[config.mk]
export PLATFORM = sky130hd
export DESIGN_NAME = lpm_front_flat
export DESIGN_NICKNAME = d
export VERILOG_FILES = /design/src/design/lpm_pkg.sv /design/src/design/lpm_if.sv /design/src/design/lpm_front.sv /design/src/flat_wrapper.sv
export SDC_FILE = /design/constraint.sdc
export NUM_CORES = 1
export LEC_CHECK = 0
export ABC_CLOCK_PERIOD_IN_PS = 5000
export BUFFER_PORTS_ARGS = -buffer_cell sky130_fd_sc_hd__buf_4
export CAP_MARGIN = 40
export CORE_ASPECT_RATIO = 1.25
export CORE_MARGIN = 1.5
export CORE_UTILIZATION = 45
export CTS_CLUSTER_DIAMETER = 120
export DETAILED_ROUTE_END_ITERATION = 10
export PLACE_DENSITY = 0.75
export SKIP_CTS_REPAIR_TIMING = 1
export SYNTH_ARGS = -nofsm -noshare
export SYNTH_HDL_FRONTEND = slang
export SYNTH_SLANG_ARGS = --single-unit
[constraint.sdc]
create_clock -name clk_i -period 5 [get_ports clk_i]
set_input_delay 1 -clock clk_i [delete_from_list [all_inputs] [get_ports clk_i]]
set_output_delay 1 -clock clk_i [all_outputs]
set_load 0.1 [all_outputs]
[src/design/lpm_pkg.sv]
// ----------------------------------------------------------------------------
// lpm_pkg
// Shared types and constants of the linear probe id map.
// ----------------------------------------------------------------------------
package lpm_pkg;

  localparam int unsigned KeyW  = 32;
  localparam int unsigned ValW  = 32;
  localparam int unsigned CmdW  = 2;

  // hash mixer constants
  localparam logic [31:0] HashMul   = 32'h7feb352d;
  localparam int unsigned HashShA   = 16;
  localparam int unsigned HashShB   = 15;

  typedef enum logic [CmdW-1:0] {
    CMD_FIND   = 2'd0,
    CMD_INSERT = 2'd1,
    CMD_CLEAR  = 2'd2
  } cmd_e;

endpackage

[src/design/lpm_if.sv]
// ----------------------------------------------------------------------------
// lpm_req_if / lpm_rsp_if
// Valid/ready channels for command beats and result beats.
// ----------------------------------------------------------------------------
interface lpm_req_if;
  logic                      valid;
  logic                      ready;
  logic [lpm_pkg::CmdW-1:0]  command;
  logic [lpm_pkg::KeyW-1:0]  key;
  logic [lpm_pkg::ValW-1:0]  value_in;

  modport source (output valid, command, key, value_in, input ready);
  modport sink   (input valid, command, key, value_in, output ready);
endinterface


[src/design/lpm_front.sv]
// ----------------------------------------------------------------------------
// lpm_front
// Accepts command beats and computes the home slot in two stages.
// ----------------------------------------------------------------------------
module lpm_front #(
  parameter int unsigned SlotBits = 10,
  parameter int unsigned DataW    = lpm_pkg::CmdW + lpm_pkg::KeyW + lpm_pkg::ValW + SlotBits
) (
  input  logic             clk_i,
  input  logic             rst_ni,
  input  logic             en_i,       // low during table init sweep
  lpm_req_if.sink          req_i,
  output logic             push_o,
  input  logic             push_ready_i,
  output logic [DataW-1:0] push_data_o
);

  logic                        s1_valid_q, s2_valid_q;
  logic [lpm_pkg::CmdW-1:0]    s1_cmd_q, s2_cmd_q;
  logic [lpm_pkg::KeyW-1:0]    s1_key_q, s2_key_q;
  logic [lpm_pkg::ValW-1:0]    s1_val_q, s2_val_q;
  logic [31:0]                 s1_mix_q, s2_prod_q;
  logic [31:0]                 mix_d, prod_d, fold;
  logic                        s2_adv, s1_adv, take;

  assign s2_adv = s2_valid_q && push_ready_i;
  assign s1_adv = s1_valid_q && (!s2_valid_q || s2_adv);
  assign req_i.ready = en_i && (!s1_valid_q || s1_adv);
  assign take = req_i.valid && req_i.ready;

  assign mix_d  = req_i.key ^ (req_i.key >> lpm_pkg::HashShA);
  assign prod_d = 32'(s1_mix_q * lpm_pkg::HashMul);   // low word is all the mask needs
  assign fold   = s2_prod_q ^ (s2_prod_q >> lpm_pkg::HashShB);

  always_ff @(posedge clk_i or negedge rst_ni) begin
    if (!rst_ni) begin
      s1_valid_q <= 1'b0;
      s2_valid_q <= 1'b0;
    end else begin
      if (take) s1_valid_q <= 1'b1;
      else if (s1_adv) s1_valid_q <= 1'b0;
      if (s1_adv) s2_valid_q <= 1'b1;
      else if (s2_adv) s2_valid_q <= 1'b0;
    end
  end

  always_ff @(posedge clk_i) begin
    if (take) begin
      s1_cmd_q <= req_i.command;
      s1_key_q <= req_i.key;
      s1_val_q <= req_i.value_in;
      s1_mix_q <= mix_d;
    end
    if (s1_adv) begin
      s2_cmd_q  <= s1_cmd_q;
      s2_key_q  <= s1_key_q;
      s2_val_q  <= s1_val_q;
      s2_prod_q <= prod_d;
    end
  end

  assign push_o      = s2_valid_q;
  assign push_data_o = {s2_cmd_q, s2_key_q, s2_val_q, fold[SlotBits-1:0]};

endmodule

[src/flat_wrapper.sv]
// flat-port wrapper written by rule: the top's interface ports become plain ports
module lpm_front_flat 
#(
  parameter int unsigned SlotBits = 10,
  parameter int unsigned DataW    = lpm_pkg::CmdW + lpm_pkg::KeyW + lpm_pkg::ValW + SlotBits
)
  (clk_i, rst_ni, en_i, push_o, push_ready_i, push_data_o, req_i_valid, req_i_command, req_i_key, req_i_value_in, req_i_ready);
  lpm_req_if req_i_i ();
  input  logic clk_i;
  input  logic rst_ni;
  input  logic en_i;
  output logic push_o;
  input  logic push_ready_i;
  output logic [DataW-1:0] push_data_o;
  input wire logic [$bits(req_i_i.valid)-1:0] req_i_valid;
  input wire logic [$bits(req_i_i.command)-1:0] req_i_command;
  input wire logic [$bits(req_i_i.key)-1:0] req_i_key;
  input wire logic [$bits(req_i_i.value_in)-1:0] req_i_value_in;
  output wire logic [$bits(req_i_i.ready)-1:0] req_i_ready;
  assign req_i_i.valid = req_i_valid;
  assign req_i_i.command = req_i_command;
  assign req_i_i.key = req_i_key;
  assign req_i_i.value_in = req_i_value_in;
  assign req_i_ready = req_i_i.ready;
  lpm_front #(.SlotBits(SlotBits), .DataW(DataW)) u_core (.clk_i(clk_i), .rst_ni(rst_ni), .en_i(en_i), .req_i(req_i_i), .push_o(push_o), .push_ready_i(push_ready_i), .push_data_o(push_data_o));
endmodule
==> results.ini <==
[run_status]
status=complete, but fails checks
violations=setup timing

[global_route]
antenna_found_initial=0
grt_pass1_wl_um=38000
grt_max_degree=68
grt_overflow=0
track_usage_pct=19.0
grt_pass1_vias=7534

[floorplan]
die_h_um=181
dieArea_um2=26300
core_um2=24700
ios=149
fp.dieW_um=145
start_util_pct=46.2
row_count=64

[placed_design]
gp_congestion=0.844
place_inst=1404
preCtsSetupSlack_ns=-0.252
port_buffers=148
dp_hpwl_um=19300

[cts]
numCtsBuffers=17
cts_tree=done
worstSkewPairLatency_ns=0.45
cts.sinks=170
cts_buffer_depth=2
cts_max_level=4
cts_root_buf=clkbuf_16
clk_pin_slew_ns=0.07

[job]
cap_viol_max_count=0

[finish]
instances_no_fill=1442
utilization_pct=59.2
antennaDiodeCount=0
drive_gt1_share_pct=31.2
seq_area_um2=5090
final_net_count=1437
final_cell_mix=buf_4, inv_1, edfxtp_1
num-fill-cells=2001
final_common_cell=buf_4
syn_to_final_growth_pct=28.3
multi_input_area_um2=5640

[synthesis]
yosysTopAreaCell=edfxtp_1
netlist_area_um2=11400
synth_warnings=0
yosys-top-cells-area=edfxtp_1, fa_1, ha_1
ys_ff_latch=170
synth_area_per_cell_um2=13.8
synth_nets=1160
syn_inst=822
seq_area_frac_synth_pct=44.8
synth.distinct_cells=43
synth_top_cell_area_share_pct=44.3

[setup_path]
endpoint_kind=flip-flop
critPathKind=flip-flop to flip-flop
r2r_slack_ns=-0.22
path_max_fanout=7
cp-start-kind=flip-flop
critical_path_arrival_ns=5.50
required_ns=5.29

[sta]
drv_slew=0
finalCritPeriodShare_pct=104
setup_viol=7
finClkSkew_ns=0.0206
hold_viol=0
tightest_slew_ns=0.602
layout_setup_ws_ns=-0.218
holdWs_ns=0.334
min_period_ns=5.22
rsz0062_at_grt=yes
fmax_mhz=192
relSlewSlack_pct=59.8

[hold_path]
hp-class=input pin to async pin

[drt]
dr.pass1.iters=4
vias=6718
drt_iter0_markers=216
drt-total-wl_um=23500
remaining_drc_errors=0
antenna_left=0
routed_via_density=4.66
wire_per_inst_um=16.3

==> synth_stat cells <==
master / count
fa_1: 121
a211o_1: 3
and3_1: 3
ha_1: 146
o21bai_4: 1
nand3_1: 3
o21a_2: 1
o211ai_1: 2
nand2_1: 4
nor3_1: 4
nor2b_1: 2
a31oi_1: 2
xor2_1: 34
o21a_1: 1
a21o_1: 5
a2111oi_4: 1
nand4_1: 1
and2_1: 3
nor2_1: 7
a21oi_2: 1
o21ai_0: 1
o21ai_1: 5
o21ai_4: 1
a21boi_0: 1
o311ai_1: 2
nand2b_1: 3
o21bai_1: 3
edfxtp_1: 168
inv_1: 234
a21oi_1: 12
and3_2: 1
o221ai_1: 1
a2111oi_0: 1
or3_4: 1
a311oi_1: 1
dfrtp_1: 2
a211oi_2: 1
a311oi_2: 1
nor3b_1: 1
xnor2_1: 33
o31ai_1: 1
or2_2: 2
a21boi_1: 1
==> registers in the layout, summed over array words and instances, names as in the netlist <==
register           count
u_core.s1_valid_q      1
u_core.s1_mix_q       31
u_core.s1_val_q       32
u_core.s2_val_q       32
u_core.s2_cmd_q        2
u_core.s2_prod_q      20
u_core.s1_key_q       17
u_core.s1_cmd_q        2
u_core.push_o          1
u_core.s2_key_q       32
==> path summary, 6_finish.rpt <==
path / depth (start not counted) / end / from
worst min register to register: 0 / u_core.s2_val_q[7] / u_core.s1_val_q[7]
worst max register to register: 14 / u_core.s2_prod_q[23] / u_core.s1_mix_q[5]
min in group clk_i: 0 / u_core.s2_val_q[7] / u_core.s1_val_q[7]
max in group asynchronous: 1 / u_core.push_o / rst_ni
worst max-delay path: 14 / u_core.s2_prod_q[23] / u_core.s1_mix_q[5]
worst min-delay path: 1 / u_core.s1_valid_q / rst_ni
==> area by class of cell <==
cell class | instances | share of cell area, %
Inverter | 234 | 6.01
Multi-Input combinational cell | 418 | 38.6
Tap cell | 330 | 2.83
Clock inverter | 15 | 1.23
Clock buffer | 17 | 2.91
Sequential cell | 170 | 34.9
Timing Repair Buffer | 258 | 13.5
==> kinds of logic (layout without fill, tap and decap cells) <==
family | count (synthesis) | count (layout) | synth area share, %
XOR/XNOR | 67 | 67 | 5.15
AND/OR/NAND/NOR | 35 | 35 | 1.67
flip-flops | 170 | 170 | 44.8
AO/OA/AOI/OAI | 49 | 49 | 3.39
adder cells (fa/ha/maj) | 267 | 267 | 37.3
buffers and inverters | 234 | 524 | 7.72
==> layer usage <==
| metal | vias to the layer above | share of wire (%) | track usage, % |
|---|---|---|---|
| met3 | 52 | 5.7 | 5.15 |
| met2 | 174 | 53 | 33.8 |
| met5 | - | 0 | 0 |
| li1 | 3187 | - | - |
| met4 | 0 | 3.4 | 9.39 |
| met1 | 3305 | 38 | 21.0 |
==> per-stage QoR <==
stage / setup TNS (ns) / cell area [um2]
2_1_floorplan: -0.0658 / 11500
3_3_place_gp: -1.01 / 13800
3_5_place_dp: -1.76 / 13900
4_1_cts: -1.91 / 14500
5_1_grt: -2.81 / 14600
6_report: -0.964 / 14600
==> worst max-delay path, cell delays in order (launching register included) <==
cell	delay (ns)
edfxtp_1	0.55
ha_4	0.31
fa_1	0.48
ha_1	0.30
inv_1	0.05
fa_1	0.53
fa_1	0.53
fa_1	0.54
fa_1	0.56
inv_1	0.05
ha_1	0.33
and3_2	0.26
and3_1	0.18
and3_1	0.18
a311oi_2	0.22
Power is left out: the tool's default activity adds up to more than one toggle a clock period on the data nets, which glitch-free logic cannot reach.
