[config.mk]
export PLATFORM = sky130hd
export DESIGN_NAME = lpm_queue
export DESIGN_NICKNAME = d
export VERILOG_FILES = /design/src/design/lpm_queue.sv
export SDC_FILE = /design/constraint.sdc
export NUM_CORES = 1
export LEC_CHECK = 0
export ABC_AREA = 1
export BUFFER_PORTS_ARGS = -buffer_cell sky130_fd_sc_hd__buf_2
export CAP_MARGIN = 20
export CORE_MARGIN = 2
export CORE_UTILIZATION = 50
export CTS_BUF_LIST = sky130_fd_sc_hd__clkbuf_4
export DETAILED_ROUTE_END_ITERATION = 10
export GPL_ROUTABILITY_DRIVEN = 0
export PLACE_DENSITY = 0.87
export SYNTH_ARGS = -nofsm -noshare
export SYNTH_HDL_FRONTEND = slang
export SYNTH_SLANG_ARGS = --single-unit
[constraint.sdc]
create_clock -name clk_i -period 2 [get_ports clk_i]
set_input_delay 0.1 -clock clk_i [delete_from_list [all_inputs] [get_ports clk_i]]
set_output_delay 0.1 -clock clk_i [all_outputs]
set_load 0.02 [all_outputs]
[src/design/lpm_queue.sv]
// ----------------------------------------------------------------------------
// lpm_queue
// Short FIFO between the hashing front and the probing back.
// ----------------------------------------------------------------------------
module lpm_queue #(
  parameter int unsigned DataW = 8,
  parameter int unsigned Depth = 2
) (
  input  logic             clk_i,
  input  logic             rst_ni,
  input  logic             push_i,
  output logic             push_ready_o,
  input  logic [DataW-1:0] push_data_i,
  output logic             pop_valid_o,
  input  logic             pop_i,
  output logic [DataW-1:0] pop_data_o
);

  localparam int unsigned PtrW = (Depth > 1) ? $clog2(Depth) : 1;
  localparam int unsigned CntW = $clog2(Depth + 1);

  logic [DataW-1:0] mem_q [Depth];
  logic [PtrW-1:0]  wr_ptr_q, rd_ptr_q;
  logic [CntW-1:0]  cnt_q;
  logic             wr, rd;

  assign push_ready_o = (cnt_q != CntW'(Depth));
  assign pop_valid_o  = (cnt_q != '0);
  assign wr = push_i && push_ready_o;
  assign rd = pop_i && pop_valid_o;
  assign pop_data_o = mem_q[rd_ptr_q];

  always_ff @(posedge clk_i or negedge rst_ni) begin
    if (!rst_ni) begin
      wr_ptr_q <= '0;
      rd_ptr_q <= '0;
      cnt_q    <= '0;
    end else begin
      if (wr) wr_ptr_q <= (wr_ptr_q == PtrW'(Depth - 1)) ? '0 : wr_ptr_q + 1'b1;
      if (rd) rd_ptr_q <= (rd_ptr_q == PtrW'(Depth - 1)) ? '0 : rd_ptr_q + 1'b1;
      if (wr && !rd) cnt_q <= cnt_q + 1'b1;
      else if (rd && !wr) cnt_q <= cnt_q - 1'b1;
    end
  end

  always_ff @(posedge clk_i) begin
    if (wr) mem_q[wr_ptr_q] <= push_data_i;
  end

endmodule

==> summary.md, run 1 <==
• complete, no violations — run status
• 29.7% — Layout Area Growth over Synthesis
• 0 — max cap viols
• 0 — antenna violations before repair
• 4.87 — via density per instance
• sky130_fd_sc_hd__clkbuf_4 — CTS Root Buffer Type
• 44.7 um — Chip Width
• 1520 um2 — Core Box Area
• 0 — number of diodes added for antenna fixing
• 1450 ps — Period minus WS final
• 1040 um — total half-perimeter wirelength after legalization and detailed placement
• 14 — distinct cell type count of the synthesized netlist
• sky130_fd_sc_hd__nand2_1 — most frequent standard cell in the layout excluding fill and tap cells
• 0 — final routed DRC violation total
• 32.4% — fraction of final layout cells with drive strength greater than 1
• 21 — # port buffers
• 4 — detailed-routing iteration count for the pre-antenna-repair pass
• 0 — grt ovf
• sky130_fd_sc_hd__edfxtp_1 — post-synthesis cell type with the largest combined area
• 1600 um — Routed WL
• 20 — post-synthesis sequential element count
• 550 ps — final setup margin
• 3 — TritonCTS Buffers
• 110 ps — clock-pin slew on the worst setup and hold paths
• register — critical path startpoint category
• 636 ps — worst setup slack before clock tree synthesis
• 119 — Post-layout nets
• 70.2% — sequential cell area fraction in the yosys report
• 22 — Top Ports
• 589 — total vias in the final route
• 54.3% — starting density of the core
• 586 — number of global-route vias before repair
• 0.690 GHz — fmax
• 0 — Routed Antenna Nets
• 72.5% — final period utilization
• 76.3% — relative max-transition margin
• 3.03% — fraction of synthesized cell area in xor and xnor cells
• 70.4% — post-route core utilization
• 11.8 um2 — Syn Area/Cell
• 30 x sky130_fd_sc_hd__nand2_1, 21 x sky130_fd_sc_hd__buf_2, 16 x sky130_fd_sc_hd__edfxtp_1 — commonest non-fill, non-tap cells in the layout
• 0 ps — Post-Route Setup TNS
• 10 — maximum net fanout on the critical path
• sky130_fd_sc_hd__dfrtp_1 — slowest cell on the critical path
• sky130_fd_sc_hd__edfxtp_1 58%, sky130_fd_sc_hd__nand2_1 14%, sky130_fd_sc_hd__dfrtp_1 12% — top post-synthesis cells by area
• 1900 ps — WP data required
• 1070 um2 — post-route standard cell area excluding fillers
• 0% — share of synthesized area spent on multiplexers
• sky130_fd_sc_hd__nand2_1 — Worst path most repeated cell
• 310 ps — clock latency on the worst-skew pair
• 58.1% — share of the synthesized area in the top cell type
• 0 — final count of negative-setup-slack endpoints
• 356 ps — Worst-Margin Slew
• in -> reg — Worst Hold Class
• 570 ps — Slowest Stage Delay on Critical Path
• 0.506 nW — Leak Pwr
• 20 — Num Clock Sinks
• 108 — Placed Instances
• 1410 nW/um2 — power density over cell area
• 3.42 ps — clock skew
• 1350 ps — arrival time of data at the critical path endpoint
• 14 — Row Count
• 0 — Synthesis Warnings
• built — CTS tree
• 1.52 mW — Pwr Total
• 70 — gate count of the mapped netlist
• 12 — largest net degree at the start of global routing
• 83 — total nets after synthesis
• 44.7 um — die outline height
• no — RSZ-0062 raised after global routing
• 2 — worst-case clock buffer depth
• 17.8% — GRT Overall Usage
• 2000 um2 — floorplan die area
• inv_2 -> nand2_1 -> nand2_1 -> buf_2 — cell breakdown of the critical path
• 0 — Hold Violations, Final
• 956 um2 — post-placement cell area
• 827 um2 — Cell Area, Synth
• 121 — non-filler instance count after layout
• simple AND/OR/NAND/NOR gates — dominant combinational cell family by area after synthesis
• 13.2 um — WL/cell
• output port — nature of the critical path endpoint
• 20.7% — synthesized-area fraction occupied by and/or/nand/nor cells
• 6 — initial DRC count
• 1.51% — adder-cell area share of the yosys netlist
• 0% — synthesized-area fraction occupied by ao, oa, aoi and oai cells
• 1 — CTS H-tree depth
• reg -> out — critical path class
• 0.749 mV — Peak supply drop
• 2460 um — global-route wire length before repair
• 55.0 ps — final hold slack
• 0 — Slew Limit Fails
[logic make-up (layout without fill, tap and decap cells)]
kind of cell,after synthesis,after routing
xor+xnor,2,2
fa+ha+maj,1,1
buf+inv,8,43
flops,20,20
simple gates,39,39
[final cells by class]
cell class | instances | area [um2]
Clock buffer | 3 | 22.5
Multi-Input combinational cell | 42 | 209
Fill cell | 100 | 452
Tap cell | 16 | 20.0
Inverter | 7 | 26.3
Timing Repair Buffer | 32 | 210
Sequential cell | 20 | 581
Clock inverter | 1 | 3.75
[routing by layer]
layer  global-route usage [%]  up-vias  wire length [um]
met3                     4.08        4                77
met5                        0        -                 0
met1                     21.5      276               653
met4                     7.88        0                24
li1                         -      292                 -
met2                     30.1       17               845
[cells in the mapped netlist (all sizes together)]
| master | count |
|---|---|
| buf | 1 |
| ha | 1 |
| edfxtp | 16 |
| nand4 | 1 |
| nand2 | 34 |
| inv | 7 |
| dfrtp | 4 |
| nor2 | 2 |
| xnor2 | 1 |
| xor2 | 1 |
| nand3 | 2 |
[critical path: cells and delay by family (launching register included)]
family / cells / cell delay [ps]
DFF: 1 / 570
and+or+nand+nor: 2 / 150
buffers and inverters: 2 / 310
[registers in the layout, indices dropped and copies added, names as in the netlist]
name and flops:
mem_q 16, cnt_q 2, rd_ptr_q 1, wr_ptr_q 1
[path summary, 6_finish.rpt]
path                          start             to  slack, ps  depth (start not counted)
hold / removal                pop_i       rd_ptr_q         60                          3
max in group asynchronous    rst_ni       cnt_q[0]       1760                          2
hold reg to reg            cnt_q[0]       cnt_q[0]        550                          1
setup reg to reg           cnt_q[0]       cnt_q[1]        600                          9
setup / recovery           rd_ptr_q  pop_data_o[0]        550                          4
min in group asynchronous    rst_ni       cnt_q[1]        120                          2
[report_power, final]
group          total [mW]  internal [mW]  leakage [nW]  switching, mW
Sequential          0.662          0.579         0.196         0.0831
Combinational       0.657          0.228         0.294          0.429
Clock               0.198         0.0729        0.0154          0.125
[what timing repair did]
item / CTS / global route
endpoints found under the setup margin: 0 / 0
hold endpoints to repair: 20 / 0
hold buffers: 9 / 0
resized for setup: 0 / 0
setup buffers: 0 / 0
Note: power is estimated with default switching activity, not from simulation.
==> run 2: changes to the inputs <==
==> constraint.sdc (replaced) <==
create_clock -name clk_i -period 1.4 [get_ports clk_i]
set_input_delay 0.07 -clock clk_i [delete_from_list [all_inputs] [get_ports clk_i]]
set_output_delay 0.07 -clock clk_i [all_outputs]
set_load 0.02 [all_outputs]
==> summary.md, run 2 (synthesis gave the netlist of run 1 again) <==
• 100 — number of fillers in the final layout, unchanged
• 4.89 — via density per instance, +0.53%
• 597 — total vias in the final route, +1.4%
• 12 — largest net degree at the start of global routing, unchanged
• sky130_fd_sc_hd__nand2_1 — most frequent standard cell in the layout excluding fill and tap cells
• 4 — detailed-routing iteration count for the pre-antenna-repair pass, unchanged
• 21 — # port buffers, unchanged
• in -> reg — Worst Hold Class
• sky130_fd_sc_hd__nand2_1 — Worst path most repeated cell
• 1 — CTS H-tree depth, unchanged
• 0 — final count of negative-setup-slack endpoints, unchanged
• 22 — Top Ports, unchanged
• 0.758 GHz — fmax
• 20 — Num Clock Sinks, unchanged
• 2 — worst-case clock buffer depth, unchanged
• 120 — Post-layout nets, +0.84%
• 16 — flip-flop count of the largest register, all copies and words added, unchanged
• 9 — number of cells on the worst reg-to-reg path, unchanged
• 1.18 mV — Peak supply drop, +57%
• mem_q — most flop-heavy register
• reg -> out — critical path class
• output port — nature of the critical path endpoint
• sky130_fd_sc_hd__clkbuf_4 — CTS Root Buffer Type
• 32.5% — Layout Area Growth over Synthesis
• 30.1% — met2 layer usage reported by global route, unchanged
• 12.8% — part of the power in the clock network, -0.2 points
• 110 ps — clock-pin slew on the worst setup and hold paths, about the same
• 956 um2 — post-placement cell area, unchanged
• complete, no violations — run status
• 21.5% — met1 track demand over resource, unchanged
• 3 — TritonCTS Buffers, unchanged
• 0 — antenna violations before repair, unchanged
• 1040 um — total half-perimeter wirelength after legalization and detailed placement, unchanged
• 10 — maximum net fanout on the critical path, unchanged
• built — CTS tree
• 8 — initial DRC count, +2
• 0 — max cap viols, unchanged
• 14 — Row Count, unchanged
• 1100 um2 — post-route standard cell area excluding fillers, +2.2%
• inv_4 -> nand2_1 -> nand2_1 -> buf_2 — cell breakdown of the critical path
• 211 ps — Worst-Margin Slew, -145 ps
• 2040 nW/um2 — power density over cell area, +44%
• sky130_fd_sc_hd__dfrtp_2 — slowest cell on the critical path
• 1320 ps — Period minus WS final
• 0 — Hold Violations, Final, unchanged
• 1.30 mW — internal power consumption, +48%
• 3 — number of instances on the worst hold path, unchanged
• mem_q (16), cnt_q (2) — biggest regs
• 310 ps — clock latency on the worst-skew pair, about the same
• 3.42 ps — clock skew, -0.00472 ps
• 0 ps — Post-Route Setup TNS, unchanged
• 2460 um — global-route wire length before repair, unchanged
• 1250 ps — arrival time of data at the critical path endpoint, -100 ps
• 85.9% — relative max-transition margin, +9.7 points
• 30 x sky130_fd_sc_hd__nand2_1, 21 x sky130_fd_sc_hd__buf_2, 16 x sky130_fd_sc_hd__edfxtp_1 — commonest non-fill, non-tap cells in the layout
• 0 — final routed DRC violation total, unchanged
• 510 ps — Slowest Stage Delay on Critical Path, -60 ps
• 1330 ps — WP data required, -570 ps
• 2 — buffering stage count on the worst path with inverters included, unchanged
• 1520 um2 — Core Box Area, unchanged
• 17.8% — GRT Overall Usage, unchanged
• 0.932 mW — Net Sw Power, +46%
• 54.3% — starting density of the core, unchanged
• 0 — Routed Antenna Nets, unchanged
• flip-flops — Top Family by Delay on Critical Path
• 35.8% — fraction of final layout cells with drive strength greater than 1, +3.5 points
• 2000 um2 — floorplan die area, unchanged
• register — critical path startpoint category
• 94.2% — final period utilization
• 0 — number of diodes added for antenna fixing, unchanged
• 4 — number of cells on the critical path, unchanged
• 0.509 nW — Leak Pwr, +0.61%
• met2 — global route hottest layer
• 586 — number of global-route vias before repair, unchanged
• 13.3 um — WL/cell, +0.36%
• 41.7% — net switching share of the total power, -0.25 points
• 44.6% — part of the power in combinational logic, +1.3 points
• 44.7 um — die outline height, unchanged
• 44.7 um — Chip Width, unchanged
• 4.08% — fraction of met3 tracks used by global routing, unchanged
• 0 — grt ovf, unchanged
• no — RSZ-0062 raised after global routing
• 42.6% — Reg power frac, -1.1 points
• 1620 um — Routed WL, +1.2%
• 0 — Slew Limit Fails, unchanged
run 2: power groups by stage:
| stage | Clock [mW] | Combinational, mW | Sequential [mW] |
|---|---|---|---|
| 3_5_place_dp | 0 | 0.910 | 0.958 |
| 5_1_grt | 0.295 | 1.09 | 0.970 |
| 6_report | 0.285 | 0.997 | 0.950 |
| 2_1_floorplan | 0 | 0.688 | 0.902 |
| 3_3_place_gp | 0 | 0.873 | 0.943 |
| 4_1_cts | 0.275 | 0.934 | 0.943 |
run 2: cell type report:
cell class / count / area, um2 / share of cell area (%)
Clock inverter: 1 / 3.75 / 0.342
Multi-Input combinational cell: 42 / 221 / 20.2
Tap cell: 16 / 20.0 / 1.83
Inverter: 7 / 28.8 / 2.63
Sequential cell: 20 / 582 / 53.1
Timing Repair Buffer: 33 / 218 / 19.9
Clock buffer: 3 / 22.5 / 2.05
run 2: path summary, 6_finish.rpt:
kind	start	endpoint	slack (ps)
min in group asynchronous	rst_ni	rd_ptr_q	90
setup / recovery	rd_ptr_q	pop_data_o[0]	80
hold reg to reg	cnt_q[1]	cnt_q[1]	610
max in group asynchronous	rst_ni	rd_ptr_q	1170
setup reg to reg	cnt_q[0]	cnt_q[1]	100
hold / removal	pop_i	rd_ptr_q	10
run 2: tightest hold or removal path, delay by kind of cell:
kind          cells  cell delay, ps
simple gates      2             120
buf+inv           1             110
run 2: through the flow:
step | cells | setup slack, ps | utilization, % | total power, mW | hold WS, ps
2_1_floorplan | 70 | 48.0 | - | 1.59 | -226
4_1_cts | 121 | 1.10 | 70.4 | 2.15 | 30.1
3_5_place_dp | 108 | 36.0 | 62.7 | 1.87 | -117
3_3_place_gp | 108 | 102 | 62.7 | 1.82 | -119
6_report | 122 | 80.8 | 71.9 | 2.23 | 13.4
5_1_grt | 122 | 6.19 | 71.9 | 2.36 | 30.2
run 2: repair_timing:
item,4_1_cts,5_1_grt
gates resized for setup,0,4
buffers inserted,0,1
endpoints found under the setup margin,0,9
hold endpoints to repair,20,0
hold buffers,9,0
run 2: layer usage:
| layer | vias up | share of wire [%] |
|---|---|---|
| li1 | 295 | - |
| met1 | 279 | 42 |
| met2 | 19 | 52 |
| met3 | 4 | 4.4 |
| met4 | 0 | 1.4 |
| met5 | - | 0 |
==> run 3: changes to the inputs <==
--- a/config.mk
+++ b/config.mk
@@ -13,7 +13,8 @@
 export CTS_BUF_LIST = sky130_fd_sc_hd__clkbuf_4
 export DETAILED_ROUTE_END_ITERATION = 10
 export GPL_ROUTABILITY_DRIVEN = 0
-export PLACE_DENSITY = 0.87
+export PLACE_DENSITY = 0.84
+export SETUP_SLACK_MARGIN = 0.05
 export SYNTH_ARGS = -nofsm -noshare
 export SYNTH_HDL_FRONTEND = slang
 export SYNTH_SLANG_ARGS = --single-unit
==> summary.md, run 3 (synthesis gave the netlist of run 1 again) <==
• 30 x sky130_fd_sc_hd__nand2_1, 21 x sky130_fd_sc_hd__buf_2, 16 x sky130_fd_sc_hd__edfxtp_1 — commonest non-fill, non-tap cells in the layout
• 1490 ps — arrival time of data at the critical path endpoint, +240 ps
• 195 ps — Worst-Margin Slew, -15.6 ps
• 0 — max cap viols, unchanged
• 2.86% — fraction of met3 tracks used by global routing, -1.2 points
• 1.31 ps — clock skew, -2.11 ps
• 38.0% — fraction of final layout cells with drive strength greater than 1, +2.1 points
• 575 — number of global-route vias before repair, -1.9%
• 4 — maximum net fanout on the critical path, -6
• sky130_fd_sc_hd__nand2_1 — most frequent standard cell in the layout excluding fill and tap cells
• met2 — global route hottest layer
• 34.5% — Layout Area Growth over Synthesis
• 110 ps — clock-pin slew on the worst setup and hold paths, about the same
• 0 ps — Post-Route Setup TNS, unchanged
• 0 — antenna violations before repair, unchanged
• 3 — TritonCTS Buffers, unchanged
• 0 — grt ovf, unchanged
• 0 — Routed Antenna Nets, unchanged
• 3 — number of instances on the worst hold path, unchanged
• 0.768 GHz — fmax, +1.4%
• 93.0% — final period utilization, -1.3 points
• 0 — Slew Limit Fails, unchanged
• 0 — number of diodes added for antenna fixing, unchanged
• 54.3% — starting density of the core, unchanged
• sky130_fd_sc_hd__clkbuf_4 — CTS Root Buffer Type
• 2000 um2 — floorplan die area, unchanged
• cnt_q[0] — Reg2Reg Launch Point
• 0 — final count of negative-setup-slack endpoints, unchanged
• 87.0% — relative max-transition margin, +1.0 points
• 17.3% — GRT Overall Usage, -0.46 points
• 19.5% — met1 track demand over resource, -2.0 points
• 22 — Top Ports, unchanged
• 20 — Num Clock Sinks, unchanged
• yes — RSZ-0062 raised after global routing
• 21 — # port buffers, unchanged
• 31.3% — met2 layer usage reported by global route, +1.2 points
• 0 — final routed DRC violation total, unchanged
• 628 — total vias in the final route, +5.2%
• in -> reg — Worst Hold Class
• 0.522 nW — Leak Pwr, +2.5%
• 122 — Post-layout nets, +1.7%
• 44.7 um — Chip Width, unchanged
• register — critical path startpoint category
• 1580 ps — WP data required, +250 ps
• register — nature of the critical path endpoint
• 1.52 mV — Peak supply drop, +29%
• mem_q — most flop-heavy register
• 2050 nW/um2 — power density over cell area, +0.45%
• cnt_q[0] — critical path startpoint
• 14 — Row Count, unchanged
• complete, no violations — run status
• reg -> reg — critical path class
• 1 — CTS H-tree depth, unchanged
• 280 ps — clock latency on the worst-skew pair, -30 ps
• 13.2 um — WL/cell, -0.88%
• 2 — worst-case clock buffer depth, unchanged
• 16 — flip-flop count of the largest register, all copies and words added, unchanged
• 956 um2 — post-placement cell area, unchanged
• 44.7 um — die outline height, unchanged
• 0 — Hold Violations, Final, unchanged
• pop_i — Hold Startpoint
• 1050 um — total half-perimeter wirelength after legalization and detailed placement, +1.2%
• 1630 um — Routed WL, +0.74%
• 7 — detailed-routing iteration count for the pre-antenna-repair pass, +3
• 1300 ps — Period minus WS final, -17.8 ps
• mem_q (16), cnt_q (2) — biggest regs
• 12 — largest net degree at the start of global routing, unchanged
• 2400 um — global-route wire length before repair, -2.2%
• 5.06 — via density per instance, +3.5%
• 1110 um2 — post-route standard cell area excluding fillers, +1.5%
• 1520 um2 — Core Box Area, unchanged
• built — CTS tree
• 12 — initial DRC count, +4
• 8 — number of cells on the worst reg-to-reg path, -1
## run 3: path summary, 6_finish.rpt
kind / endpoint / slack, ps
max in group asynchronous: rd_ptr_q / 1150
min in group asynchronous: wr_ptr_q / 110
worst max-delay path: cnt_q[1] / 100
worst min-delay path: rd_ptr_q / 50
worst min register to register: rd_ptr_q / 580
worst max register to register: cnt_q[1] / 100
## run 3: layout make-up
| type | instances | area (um2) |
|---|---|---|
| multi-input combinational | 42 | 221 |
| sequential | 20 | 582 |
| timing repair buffer | 35 | 233 |
| fill | 107 | 412 |
| clock buffer | 4 | 30.0 |
| inverter | 7 | 26.3 |
| tap | 16 | 20.0 |
## run 3: critical path, cell delays in order, from the launching register on
cell and delay [ps]:
sky130_fd_sc_hd__dfrtp_1 410, sky130_fd_sc_hd__inv_2 110, sky130_fd_sc_hd__nand2_4 60, sky130_fd_sc_hd__nand2_4 80, sky130_fd_sc_hd__inv_1 70, sky130_fd_sc_hd__ha_4 280, sky130_fd_sc_hd__inv_2 40, sky130_fd_sc_hd__nand4_1 90
sky130_fd_sc_hd__nand2_1 60
## run 3: what timing repair did
| item | 4_1_cts | 5_1_grt |
|---|---|---|
| gates resized for setup | 1 | 2 |
| setup buffers | 1 | 2 |
| endpoints found under the hold margin | 20 | 0 |
| setup endpoints to repair | 9 | 10 |
| hold buffers | 9 | 0 |
## run 3: per-layer routing
layer  share of wire [%]  routed length (um)
met1                  39                 628
met5                   0                   0
met4                 1.5                  25
met3                 3.0                  49
met2                  57                 929
## run 3: power by group
| part | internal (mW) | leakage, nW | switching, mW | total (mW) |
|---|---|---|---|---|
| combinational | 0.400 | 0.308 | 0.667 | 1.07 |
| clock | 0.130 | 0.0184 | 0.159 | 0.288 |
| sequential | 0.831 | 0.195 | 0.0896 | 0.921 |
## run 3: per-stage QoR
step	power (mW)	hold slack (ps)	utilization, %	cells	worst slack [ps]
after floorplan	1.59	-226	-	70	48.0
final	2.28	46.0	73.0	124	98.6
after global routing	2.42	48.1	73.0	124	47.0
after global placement	1.81	-119	62.7	108	95.7
after detailed placement	1.86	-119	62.7	108	32.5
after CTS	2.19	45.3	71.2	122	50.9
